**config.mk**
```make
export PLATFORM = sky130hd
export DESIGN_NAME = signed_int_to_decimal_ascii
export DESIGN_NICKNAME = d
export VERILOG_FILES = /design/src/design/sida_pkg.sv /design/src/design/signed_int_to_decimal_ascii.sv /design/src/design/sida_dp.sv /design/src/design/sida_ctrl.sv
export SDC_FILE = /design/constraint.sdc
export NUM_CORES = 1
export LEC_CHECK = 0
export BUFFER_PORTS_ARGS = -buffer_cell sky130_fd_sc_hd__buf_2
export CORE_MARGIN = 2
export CORE_UTILIZATION = 40
export CTS_CLUSTER_DIAMETER = 50
export DETAILED_ROUTE_END_ITERATION = 16
export SLEW_MARGIN = 20
export SYNTH_ARGS = -nofsm -noshare
export SYNTH_HDL_FRONTEND = slang
export SYNTH_SLANG_ARGS = --single-unit
```
**constraint.sdc**
```tcl
create_clock -name clk -period 2.45 [get_ports clk]
set_input_delay 0.49 -clock clk [delete_from_list [all_inputs] [get_ports clk]]
set_output_delay 0.49 -clock clk [all_outputs]
set_load 0.02 [all_outputs]
```
**src/design/sida_pkg.sv**
```systemverilog
`timescale 1ns / 1ps
// ----------------------------------------------------------------------------
// sida_pkg: shared types and constants for the decimal text converter
// Holds the controller states, the command and status bundles between the
// controller and the datapath, and the fixed widths and character codes.
// ----------------------------------------------------------------------------
package sida_pkg;

  localparam int unsigned VALUE_W   = 32;
  localparam int unsigned NUM_DIGITS = 10;
  localparam int unsigned BCD_W     = 4 * NUM_DIGITS;
  localparam int unsigned CHAR_W    = 6;
  localparam int unsigned CNT_W     = 5;
  localparam int unsigned NDIG_W    = 4;

  localparam logic [CHAR_W-1:0] ASCII_ZERO  = 6'd48;
  localparam logic [CHAR_W-1:0] ASCII_MINUS = 6'd45;

  typedef enum logic [2:0] {
    ST_IDLE,
    ST_CONV,
    ST_TRIM,
    ST_SIGN,
    ST_DIGIT
  } state_t;

  // Commands from the controller to the datapath.
  typedef struct packed {
    logic load;         // capture a new value and clear the converter
    logic conv;         // one double-dabble step
    logic shift_digit;  // drop the top BCD digit
    logic sel_sign;     // present the minus sign on the output
  } cmd_t;

  // Status from the datapath to the controller.
  typedef struct packed {
    logic conv_last;    // this conversion step is the final one
    logic top_zero;     // the top BCD digit is zero
    logic one_digit;    // only one digit remains to be sent
    logic neg;          // the captured value is negative
  } status_t;

endpackage

```
**src/design/signed_int_to_decimal_ascii.sv**
```systemverilog
`timescale 1ns / 1ps
// ----------------------------------------------------------------------------
// signed_int_to_decimal_ascii: signed integer to decimal ASCII text
// Converts one signed 32-bit value into its decimal characters, sent one
// item at a time, most significant first, with a last flag on the final one.
// ----------------------------------------------------------------------------
// Each accepted value yields an optional minus sign (code 45) followed by one
// to ten digit characters (codes 48 to 57) with no leading zeros; zero gives a
// single '0', and the most negative value gives "-2147483648". The block works
// on one value at a time: in_ready is high only while it is idle. A value is
// captured, run through the shift-and-add-3 binary to BCD converter, trimmed of
// its leading zeros one digit at a time, and then sent one character at a time
// while out_ready is high. Dropped zeros and sent digits always add up to ten.
// The serial converter handles one magnitude bit per cycle.
// ----------------------------------------------------------------------------
module signed_int_to_decimal_ascii (
  input  logic                                clk,
  input  logic                                rst_n,
  input  logic                                in_valid,
  output logic                                in_ready,
  input  logic signed [sida_pkg::VALUE_W-1:0] in_value,
  output logic                                out_valid,
  input  logic                                out_ready,
  output logic [sida_pkg::CHAR_W-1:0]         out_char_code,
  output logic                                out_last
);

  // Command and status bundles between the sequencer and the datapath.
  sida_pkg::cmd_t    cmd;
  sida_pkg::status_t status;

  // The sequencer owns all handshakes; the datapath only holds the number
  // being converted and formats the character currently on offer. Because the
  // output character is taken straight from the held BCD register, it stays
  // stable for as long as the output item is stalled.
  sida_ctrl u_ctrl (
    .clk       (clk),
    .rst_n     (rst_n),
    .in_valid  (in_valid),
    .in_ready  (in_ready),
    .out_valid (out_valid),
    .out_ready (out_ready),
    .out_last  (out_last),
    .status    (status),
    .cmd       (cmd)
  );

  sida_dp u_dp (
    .clk       (clk),
    .cmd       (cmd),
    .value     (in_value),
    .status    (status),
    .char_code (out_char_code)
  );

endmodule

```
**src/design/sida_dp.sv**
```systemverilog
`timescale 1ns / 1ps
// ----------------------------------------------------------------------------
// sida_dp: conversion datapath
// Shift-and-add-3 binary to BCD converter, digit shifter for leading-zero
// removal and character output, and the output character formatting.
// ----------------------------------------------------------------------------
module sida_dp (
  input  logic                               clk,
  input  sida_pkg::cmd_t                     cmd,
  input  logic signed [sida_pkg::VALUE_W-1:0] value,
  output sida_pkg::status_t                  status,
  output logic [sida_pkg::CHAR_W-1:0]        char_code
);

  logic [sida_pkg::VALUE_W-1:0] bin_r,  bin_nxt;
  logic [sida_pkg::BCD_W-1:0]   bcd_r,  bcd_nxt;
  logic [sida_pkg::CNT_W-1:0]   cnt_r,  cnt_nxt;
  logic [sida_pkg::NDIG_W-1:0]  ndig_r, ndig_nxt;
  logic                         neg_r,  neg_nxt;
  logic [sida_pkg::BCD_W-1:0]   bcd_adj;
  logic [sida_pkg::VALUE_W-1:0] mag;

  // Two's complement magnitude; the most negative value maps to 2^31,
  // which still fits as an unsigned 32-bit number.
  assign mag = value[sida_pkg::VALUE_W-1] ? (~value + 1'b1) : value;

  always_comb begin
    for (int i = 0; i < sida_pkg::NUM_DIGITS; i++) begin
      if (bcd_r[4*i +: 4] > 4'd4) begin
        bcd_adj[4*i +: 4] = bcd_r[4*i +: 4] + 4'd3;
      end else begin
        bcd_adj[4*i +: 4] = bcd_r[4*i +: 4];
      end
    end
  end

  always_comb begin
    bin_nxt  = bin_r;
    bcd_nxt  = bcd_r;
    cnt_nxt  = cnt_r;
    ndig_nxt = ndig_r;
    neg_nxt  = neg_r;
    if (cmd.load) begin
      bin_nxt  = mag;
      bcd_nxt  = '0;
      cnt_nxt  = '0;
      ndig_nxt = sida_pkg::NDIG_W'(sida_pkg::NUM_DIGITS);
      neg_nxt  = value[sida_pkg::VALUE_W-1];
    end else if (cmd.conv) begin
      {bcd_nxt, bin_nxt} = {bcd_adj[sida_pkg::BCD_W-2:0], bin_r, 1'b0};
      cnt_nxt = cnt_r + 1'b1;
    end else if (cmd.shift_digit) begin
      bcd_nxt  = {bcd_r[sida_pkg::BCD_W-5:0], 4'd0};
      ndig_nxt = ndig_r - 1'b1;
    end
  end

  always_ff @(posedge clk) begin
    bin_r  <= bin_nxt;
    bcd_r  <= bcd_nxt;
    cnt_r  <= cnt_nxt;
    ndig_r <= ndig_nxt;
    neg_r  <= neg_nxt;
  end

  assign status.conv_last = (cnt_r == sida_pkg::CNT_W'(sida_pkg::VALUE_W - 1));
  assign status.top_zero  = (bcd_r[sida_pkg::BCD_W-1 -: 4] == 4'd0);
  assign status.one_digit = (ndig_r == sida_pkg::NDIG_W'(1));
  assign status.neg       = neg_r;

  assign char_code = cmd.sel_sign ? sida_pkg::ASCII_MINUS
                   : (sida_pkg::ASCII_ZERO + {2'b00, bcd_r[sida_pkg::BCD_W-1 -: 4]});

endmodule

```
**src/design/sida_ctrl.sv**
```systemverilog
`timescale 1ns / 1ps
// ----------------------------------------------------------------------------
// sida_ctrl: conversion sequencer
// Steps through capture, conversion, leading-zero removal and character
// output, and drives the handshakes of both channels.
// ----------------------------------------------------------------------------
module sida_ctrl (
  input  logic              clk,
  input  logic              rst_n,
  input  logic              in_valid,
  output logic              in_ready,
  output logic              out_valid,
  input  logic              out_ready,
  output logic              out_last,
  input  sida_pkg::status_t status,
  output sida_pkg::cmd_t    cmd
);

  sida_pkg::state_t state_r, state_nxt;

  always_ff @(posedge clk) begin
    if (!rst_n) begin
      state_r <= sida_pkg::ST_IDLE;
    end else begin
      state_r <= state_nxt;
    end
  end

  always_comb begin
    state_nxt = state_r;
    cmd       = '0;
    in_ready  = 1'b0;
    out_valid = 1'b0;
    out_last  = 1'b0;
    unique case (state_r)
      sida_pkg::ST_IDLE: begin
        in_ready = 1'b1;
        if (in_valid) begin
          cmd.load  = 1'b1;
          state_nxt = sida_pkg::ST_CONV;
        end
      end
      sida_pkg::ST_CONV: begin
        cmd.conv = 1'b1;
        if (status.conv_last) begin
          state_nxt = sida_pkg::ST_TRIM;
        end
      end
      sida_pkg::ST_TRIM: begin
        // Drop leading zero digits, but always keep the last one.
        if (status.top_zero && !status.one_digit) begin
          cmd.shift_digit = 1'b1;
        end else if (status.neg) begin
          state_nxt = sida_pkg::ST_SIGN;
        end else begin
          state_nxt = sida_pkg::ST_DIGIT;
        end
      end
      sida_pkg::ST_SIGN: begin
        cmd.sel_sign = 1'b1;
        out_valid    = 1'b1;
        if (out_ready) begin
          state_nxt = sida_pkg::ST_DIGIT;
        end
      end
      sida_pkg::ST_DIGIT: begin
        out_valid = 1'b1;
        out_last  = status.one_digit;
        if (out_ready) begin
          cmd.shift_digit = 1'b1;
          if (status.one_digit) begin
            state_nxt = sida_pkg::ST_IDLE;
          end
        end
      end
      default: begin
        state_nxt = sida_pkg::ST_IDLE;
      end
    endcase
  end

endmodule
```
==> results of run 1 <==
[state kept, by name, indices dropped and copies added (netlist names)]
signal and flops:
u_dp.ndig_r 4, u_dp.neg_r 1, u_dp.bin_r 32, u_ctrl.state_r 3, u_dp.cnt_r 5, u_dp.bcd_r 40
[power groups by stage]
stage          combinational [µW]  sequential [µW]  clock (µW)
2_1_floorplan                1230             2140           0
6_report                     1700             2180        1440
3_3_place_gp                 1700             2200           0
3_5_place_dp                 1730             2220           0
4_1_cts                      1730             2190        1480
5_1_grt                      1950             2230        1530
[stage by stage]
| stage | utilization [%] | instances |
|---|---|---|
| 2_1_floorplan | - | 606 |
| 3_3_place_gp | 44.4 | 805 |
| 3_5_place_dp | 44.4 | 805 |
| 4_1_cts | 46.9 | 821 |
| 5_1_grt | 46.9 | 821 |
| 6_report | 46.9 | 821 |
[worst max-delay path: stages (launching register included)]
cell      delay (ns)
dfxtp_1         0.52
nor2b_1         0.35
nand2_1         0.17
nand2b_1        0.11
buf_2           0.16
[synthesized netlist by cell type, types with 2 or more instances]
cell      number
a21oi_1       45
a221o_1        9
a221oi_1      18
a311oi_1       8
and3_1         2
buf_1          2
buf_2          6
clkbuf_1      21
dfxtp_1       52
edfxtp_1      33
ha_1          24
inv_1         44
mux2i_1        2
nand2_1       89
nand2b_1      12
nand3_1        7
nand3b_1       2
nand4_1        2
nor2_1        52
nor2b_1        4
nor3_1         6
nor3b_1        2
nor4_1         5
o211ai_1      10
o21ai_0       46
o31ai_1        8
o41ai_1       11
or2_2          2
or3_1         14
or4_4          2
xnor2_1       13
xor2_1        29
[final cells by class]
cell class / count / area, µm² / share of cell area (%)
multi-input cells: 447 / 2850 / 48.1
flip-flops and latches: 85 / 2030 / 34.3
repair buffers: 57 / 345 / 5.83
clock buffers: 15 / 312 / 5.26
well taps: 172 / 215 / 3.63
inverters: 44 / 165 / 2.79
clock inverters: 1 / 7.51 / 0.127
[per-layer routing]
layer  part of all wire (%)  wire length, µm
met3                    3.5              378
met5                      0                0
met2                     46             4930
met4                    1.5              167
met1                     49             5350
[logic make-up (layout without fill, tap and decap cells)]
kind of cell	Yosys count	after routing	synth area share (%)
adders and majority gates	24	24	5.82
other	1	1	0.0727
DFF	85	85	39.4
AOI/OAI and AO/OA	163	163	21.1
buffers and inverters	74	117	5.60
xor gates and xnor gates	42	42	7.13
and+or+nand+nor	214	214	20.3
muxes	3	3	0.606
[worst max-delay path by stage]
stage,from,endpoint,cells after the start
after floorplan,in_value[26],u_dp.bin_r[30],5
after global placement,in_value[8],u_dp.bin_r[29],7
after detailed placement,in_value[8],u_dp.bin_r[29],7
after CTS,u_ctrl.state_r[1],out_char_code[3],4
after global routing,u_ctrl.state_r[1],out_char_code[3],4
final,u_ctrl.state_r[1],out_char_code[3],4
==> run summary, run 1 <==
Worst clock skew = 0.00672 ns
Clock tree from TritonCTS = done
Hold_ws = 0.433 ns
Switching pwr = 1880 µW
Maximum ir drop on the vdd rail = 0.000402 V
Internal = 3450 µW
Die width = 118 µm
Hold depth = 3
Area growth from synthesis to final layout = 14.8%
Run status = complete, no violations
Commonest cells after routing, fill and taps aside = nand2_1 (87), nor2_1 (52), dfxtp_1 (52)
Beginning of the worst hold path = rst_n
Clock Sinks = 85
CP Launch Type = flip-flop
Share of cells above drive strength 1 = 13.3%
Effective utilization at floorplan = 40.9%
Global-route wire length before repair = 19.2 mm
Pwr Density = 899 nW/µm²
Core footprint = 12600 µm²
Total placed instance area = 5610 µm²
Library cell used as clock root buffer = clkbuf_16
Data arrival time of the worst path = 1.66 ns
Row count = 41
FF+latch count, synth = 85
Cell area after synthesis = 5160 µm²
Setup repair after global routing missed its margin = false
Sum of net half-perimeters after detailed placement = 7.50 mm
Final Cell Area = 5920 µm²
Warnings, synthesis = 0
Critical Path Fanout Max = 10
Share of the clock period used by the worst path = 87.7%
Distinct cell type count of the synthesized netlist = 56
Setup violators final = 0
Final antenna diode count = 0
Weighted congestion at the end of routability-driven global placement = 0.791
Crit path required time = 1.96 ns
Sequential cell area fraction in the yosys report = 39.4%
Number of instances in the synthesized netlist = 606
Hold crit path type = input port to flip-flop
Syn_area_per_cell = 8.51 µm²
Number of cells on the worst reg-to-reg path = 8
Setup Fix Bufs, Post-CTS = 0
Total overflow reported by the global router = 0
Endpoint, Worst Hold = u_ctrl.state_r[1]
Routed Antenna Nets = 0
Iter 0 DRT Violations = 316
Total Negative Setup Slacks = 0 ns
Die Y = 118 µm
Capture instance of the worst register-to-register path = u_dp.bcd_r[23]
Clock insertion delay at the later pin of the skew report = 0.35 ns
First-pass detailed-route iteration total = 4
Top cells by area, synth = dfxtp_1 (20%), edfxtp_1 (19%), nand2_1 (6.5%), ha_1 (5.8%), xor2_1 (4.9%)
Nets = 704
Clock edge transition at the registers on the reported setup and hold paths = 0.06 ns
Vias in the first global route = 4226
Synthesized Nets = 666
Setup crit end kind = primary output
TritonCTS buffer count = 9
Final Hold Viols = 0
Largest net degree at the start of global routing = 68
Pre-CTS worst setup slack = -0.00219 ns
Combinational power share = 32.0%
WL final = 10.8 mm
Post-synth top area share = 20.2%
Final critical-path required period = 2.15 ns
Clock share of power = 27.0%
Number of buffers added to fix hold violations after cts = 0
Number of vias in the routed layout = 4439
CTS Buffer Depth = 2
Number of enable flip-flop cells after synthesis = 33
H-Tree Level Count = 3
Fraction of registers with async set/reset = 0%
Most Used Layer, Global Route = met2
Global-route track usage on met2 = 26.6%
Maximum clock rate = 465 MHz
Number of pins with negative max-slew slack in the final report = 0
Met1 routing resource usage after global routing = 21.9%
R2R Path Start = u_dp.bcd_r[36]
Global-route track usage on met3 = 3.44%
Share of total power consumed by net switching = 35.3%
Number of filler instances in the final layout = 1245
DIE AREA = 13800 µm²
Slew of the pin with the lowest slew margin = 0.599 ns
Cell leakage power = 0.00237 µW
Maximum Capacitance Violations = 0
Design Power = 5320 µW
Number of instances resized during post-cts repair = 0
CP Class = flip-flop to primary output
Relative max-transition margin = 60.0%
Flop2flop setup slack = 0.46 ns
Port buffer count = 43
Number of antenna violations at the first check in global routing = 0
Most frequent standard cell in the layout excluding fill and tap cells = nand2_1
DRC violations left = 0
I/O pin cnt = 45
Routed via count divided by cell count = 5.41
Post-synth top flop = dfxtp_1
Global routing usage summed across all routing layers = 16.5%
Fraction of power consumed by sequential logic = 41.0%
Top cell type by total area after synthesis = dfxtp_1
Post-route setup slack = 0.300 ns
WL per Instance = 13.2 µm
No activity file was read; power rests on OpenSTA's default activity.
==> run 2, diff against run 1 <==
--- a/config.mk
+++ b/config.mk
@@ -6,7 +6,7 @@
 export NUM_CORES = 1
 export LEC_CHECK = 0
 export BUFFER_PORTS_ARGS = -buffer_cell sky130_fd_sc_hd__buf_2
-export CORE_MARGIN = 2
+export CAP_MARGIN = 20
 export CORE_UTILIZATION = 40
 export CTS_CLUSTER_DIAMETER = 50
 export DETAILED_ROUTE_END_ITERATION = 16
==> run 2 against run 1 <==
Compared with the run above: sequential share of layout area up 0.22 points; register-to-register slack worse by 0.10 ns; flip-flop and latch count unchanged; worst hold slack better by 0.0088 ns; utilization down 0.30 points; sequential power about the same; total power down 2.9%; clock power down 12%; clock-buffer cell count down 2; setup slack better by 0.023 ns; first-iteration DRC count down 42%; critical path type unchanged; highest routed layer unchanged.
==> run summary, run 2 (same netlist as run 1, synthesis figures left out) <==
CP Class = flip-flop to primary output
Detailed-route wire length on metal 1 = 5.28 mm
Vias in the first global route = 3996
R2R Path Start = u_dp.bcd_r[36]
H-Tree Level Count = 3
Clock Sinks = 85
Global-route wire length before repair = 18.3 mm
Run status = complete, no violations
Number of pins with negative max-slew slack in the final report = 0
Clock edge transition at the registers on the reported setup and hold paths = 0.06 ns
Number of buffers and inverters on the critical path = 1
DIE AREA = 13400 µm²
TritonCTS buffer count = 9
Largest regs = u_dp.bcd_r x40, u_dp.bin_r x32, u_dp.cnt_r x5
WL per Instance = 13.1 µm
Most frequent standard cell in the layout excluding fill and tap cells = nand2_1
Nets = 705
Worst clock skew = 0.00457 ns
Hold depth = 3
Maximum ir drop on the vdd rail = 0.000425 V
Weighted congestion at the end of routability-driven global placement = 0.811
Total overflow reported by the global router = 0
Setup repair after global routing missed its margin = false
DRC violations left = 0
Clock insertion delay at the later pin of the skew report = 0.34 ns
Number of cells on the worst reg-to-reg path = 8
Library cell used as clock root buffer = clkbuf_16
Share of cells above drive strength 1 = 13.5%
Cell leakage power = 0.00236 µW
CTS Buffer Depth = 2
Capture instance of the worst register-to-register path = u_dp.bcd_r[13]
Design Power = 5170 µW
Flip-flop count of the largest register, all copies and words added = 40
Largest net degree at the start of global routing = 69
Final Hold Viols = 0
Die Y = 116 µm
Pwr Density = 878 nW/µm²
First-pass detailed-route iteration total = 5
Maximum clock rate = 470 MHz
Biggest register = u_dp.bcd_r
Hold crit path type = input port to flip-flop
Beginning of the worst hold path = rst_n
Effective utilization at floorplan = 40.9%
Setup violators final = 0
Flop2flop setup slack = 0.36 ns
Number of antenna violations at the first check in global routing = 0
Final critical-path required period = 2.13 ns
Routed Antenna Nets = 0
Total Negative Setup Slacks = 0 ns
Detail Route met3 WL = 345 µm
Core footprint = 12600 µm²
Relative max-transition margin = 59.2%
Share of the clock period used by the worst path = 86.8%
Area growth from synthesis to final layout = 14.1%
Data arrival time of the worst path = 1.64 ns
Met2 routed wirelength = 5.03 mm
CP Launch Type = flip-flop
Crit-path leading delay family = simple AND/OR/NAND/NOR gates
Critical Path Fanout Max = 10
WL final = 10.8 mm
Row count = 41
Commonest cells after routing, fill and taps aside = nand2_1 (87), nor2_1 (52), dfxtp_1 (52)
Critical-path top delay cell = dfxtp_1
Routed via count divided by cell count = 5.28
Slew of the pin with the lowest slew margin = 0.611 ns
Setup Fix Bufs, Post-CTS = 0
Global routing usage summed across all routing layers = 17.1%
I/O pin cnt = 45
Number of instances resized during post-cts repair = 0
Delay of the slowest critical-path stage = 0.51 ns
Final antenna diode count = 0
Cells traversed along the worst timing path = nor2b_1 -> nand2_1 -> nand2b_1 -> buf_2
Number of vias in the routed layout = 4340
Number of buffers added to fix hold violations after cts = 0
Port buffer count = 43
Top layer used by detailed routing = met4
Endpoint, Worst Hold = u_ctrl.state_r[1]
Clock tree from TritonCTS = done
Maximum Capacitance Violations = 0
Crit path required time = 1.96 ns
Setup crit end kind = primary output
Iter 0 DRT Violations = 184
Hold_ws = 0.442 ns
Sum of net half-perimeters after detailed placement = 7.42 mm
Utilization after layout = 46.6%
Die width = 116 µm
[run 2: routing by layer]
layer,GRT usage [%],up-vias
li1,-,2240
met1,21.8,2012
met3,3.35,9
met2,28.5,79
met5,0,-
met4,6.84,0
[run 2: stage by stage]
| stage | instance area, µm² | setup WS, ns | std cells |
|---|---|---|---|
| floorplan | 5170 | 0.216 | 606 |
| global route | 5890 | 0.168 | 822 |
| global placement | 5610 | 0.0633 | 806 |
| finish | 5890 | 0.323 | 822 |
| CTS | 5890 | 0.302 | 822 |
| detailed placement | 5610 | 0.0213 | 806 |
[run 2: report_power, final]
group	internal (µW)	switching (µW)
Clock	728	541
Combinational	571	1140
Sequential	2010	181
Total	3300	1870
[run 2: cell type report]
class                   instances  area, µm²
well taps                     172        215
flip-flops and latches         85       2030
repair buffers                 58        353
clock inverters                 3       20.0
clock buffers                  13        254
multi-input cells             447       2850
inverters                      44        165
fillers                      1252       6730
[run 2: worst max path at each step]
stage | slack, ns | startpoint | to | depth (start not counted)
3_5_place_dp | 0.02 | in_value[8] | u_dp.bin_r[21] | 6
2_1_floorplan | 0.22 | in_value[26] | u_dp.bin_r[30] | 5
6_report | 0.32 | u_ctrl.state_r[1] | out_char_code[2] | 4
5_1_grt | 0.17 | u_ctrl.state_r[1] | out_char_code[2] | 4
3_3_place_gp | 0.06 | in_value[8] | u_dp.bin_r[29] | 7
4_1_cts | 0.30 | u_ctrl.state_r[1] | out_char_code[2] | 4
[run 2: worst reg2reg max path: cells and delay by family, from the launching register on]
| family | cells | cell delay [ns] |
|---|---|---|
| AO/OA/AOI/OAI | 2 | 0.57 |
| buffers and inverters | 3 | 0.52 |
| AND/OR/NAND/NOR | 2 | 0.38 |
| flip-flops | 1 | 0.31 |
| adder cells (fa/ha/maj) | 1 | 0.20 |
==> run 3, diff against run 2 <==
==> constraint.sdc (replaced) <==
create_clock -name clk -period 2.7 [get_ports clk]
set_input_delay 0.54 -clock clk [delete_from_list [all_inputs] [get_ports clk]]
set_output_delay 0.54 -clock clk [all_outputs]
set_load 0.02 [all_outputs]
==> run 3 against run 2 <==
Compared with the run above: cell area about the same; utilization about the same; non-clock buffer count down 2; die area unchanged; total power down 7.5%; via count down 0.53%; largest power group unchanged.
==> run summary, run 3 (same netlist as run 1, synthesis figures left out) <==
Run status = complete, no violations
Effective utilization at floorplan = 40.9%
Vias in the first global route = 4062
Crit. Startpoint = u_dp.bcd_r[36]
Die Y = 116 µm
Share of cells above drive strength 1 = 13.3%
Clock edge transition at the registers on the reported setup and hold paths = 0.06 ns
Total placed instance area = 5580 µm²
Clock Sinks = 85
Routed via count divided by cell count = 5.26
Data arrival time of the worst path = 2.48 ns
Setup Fix Bufs, Post-CTS = 0
Delay of the slowest critical-path stage = 0.50 ns
Number of filler instances in the final layout = 1247
Largest net degree at the start of global routing = 48
Final Hold Viols = 0
CTS Buffer Depth = 2
First-pass detailed-route iteration total = 5
Number of buffers added to fix hold violations after cts = 0
Critical Path Fanout Max = 20
Flip-flop count of the largest register, all copies and words added = 40
Setup violators final = 0
Total overflow reported by the global router = 0
Sum of net half-perimeters after detailed placement = 7.45 mm
Cell leakage power = 0.00236 µW
Biggest register = u_dp.bcd_r
Capture instance of the worst register-to-register path = u_dp.bcd_r[4]
Hold_ws = 0.474 ns
CP Launch Type = flip-flop
Pwr Density = 812 nW/µm²
WL per Instance = 13.1 µm
Cells after DPL = 804
DIE AREA = 13400 µm²
Number of cells on the worst reg-to-reg path = 8
Critical-path top delay cell = a31o_2
Final antenna diode count = 0
Slew of the pin with the lowest slew margin = 0.610 ns
Utilization after layout = 46.7%
Library cell used as clock root buffer = clkbuf_16
Nets = 703
Maximum ir drop on the vdd rail = 0.000456 V
Cells traversed along the worst timing path = inv_1 -> ha_1 -> nor4b_1 -> a31o_2 -> nor2_1 -> buf_4 -> a221oi_1 -> nor2_1
Relative max-transition margin = 59.3%
Largest regs = u_dp.bcd_r x40, u_dp.bin_r x32, u_dp.cnt_r x5
Most frequent standard cell in the layout excluding fill and tap cells = nand2_1
Beginning of the worst hold path = u_dp.cnt_r[4]
Crit path required time = 2.92 ns
CP Class = flip-flop to flip-flop
Share of the clock period used by the worst path = 83.6%
Clock tree from TritonCTS = done
Flop2flop setup slack = 0.44 ns
DRC violations left = 0
Crit-path most repeated cell = nor2_1
I/O pin cnt = 45
Clock insertion delay at the later pin of the skew report = 0.34 ns
Hold crit path type = flip-flop to flip-flop
Port buffer count = 43
Routed Antenna Nets = 0
Setup crit end kind = flip-flop
R2R Path Start = u_dp.bcd_r[36]
Final Cell Area = 5890 µm²
TritonCTS buffer count = 9
WL final = 10.7 mm
Commonest cells after routing, fill and taps aside = nand2_1 (87), nor2_1 (52), dfxtp_1 (52)
Number of pins with negative max-slew slack in the final report = 0
Setup repair after global routing missed its margin = false
Maximum Capacitance Violations = 0
End of the critical path = u_dp.bcd_r[4]
Total Negative Setup Slacks = 0 ns
Area growth from synthesis to final layout = 14.1%
Maximum clock rate = 443 MHz
Die width = 116 µm
Number of vias in the routed layout = 4317
Weighted congestion at the end of routability-driven global placement = 0.839
Core footprint = 12600 µm²
Iter 0 DRT Violations = 287
Global routing usage summed across all routing layers = 17.9%
Number of instances resized during post-cts repair = 0
Worst clock skew = 0.00562 ns
Row count = 41
Final critical-path required period = 2.26 ns
H-Tree Level Count = 3
Global-route wire length before repair = 18.9 mm
Number of antenna violations at the first check in global routing = 0
Non-filler cells, final = 820
==> run 3: cell count changes in the layout (fill, tap and decap cells not counted) <==
cell	change
clkbuf_4	-1
nor3_1	+1
clkinv_4	-1
clkbuf_16	+1
inv_4	+2
clkbuf_1	-1
buf_12	-1
bufinv_16	+1
nor3_2	-1
clkbuf_8	-1
buf_4	-1
==> run 3: metal layers <==
metal,vias up,track usage [%],wire length (µm)
met5,-,0,0
met4,0,6.41,133
met3,12,4.76,351
met2,69,28.5,4910
met1,1997,23.2,5340
li1,2239,-,-
==> run 3: power by group <==
part           switching [µW]  total (µW)  internal, µW
clock network             512        1280           773
registers                 139        1960          1820
logic                    1050        1540           489
==> run 3: critical path: cells and delay by family (launching register included) <==
| kind | cells | cell delay, ns |
|---|---|---|
| flops | 1 | 0.31 |
| fa+ha+maj | 1 | 0.20 |
| buf+inv | 2 | 0.35 |
| compound gates | 2 | 0.76 |
| simple gates | 3 | 0.51 |
==> run 3: metrics by stage <==
step,setup slack (ns),power (µW)
floorplan,0.233,3050
global placement,0.251,3500
detailed placement,0.189,3540
CTS,0.409,4850
global route,0.173,5120
finish,0.443,4780
==> run 3: area by class of cell <==
class	instances	area [µm²]	share of cell area (%)
Clock buffer	11	254	4.31
Clock inverter	5	53.8	0.914
Inverter	44	165	2.80
Multi-Input combinational cell	447	2840	48.3
Sequential cell	85	2030	34.5
Tap cell	172	215	3.65
Timing Repair Buffer	56	325	5.52
==> run 3: worst min-delay path by stage <==
| stage | endpoint | slack (ns) | cells past startpoint |
|---|---|---|---|
| detailed placement | u_dp.cnt_r[4] | 0.47 | 2 |
| floorplan | u_dp.cnt_r[4] | 0.44 | 2 |
| global route | u_ctrl.state_r[0] | 0.49 | 2 |
| CTS | u_ctrl.state_r[1] | 0.46 | 3 |
| global placement | u_dp.cnt_r[4] | 0.45 | 2 |
| finish | u_dp.cnt_r[4] | 0.47 | 2 |
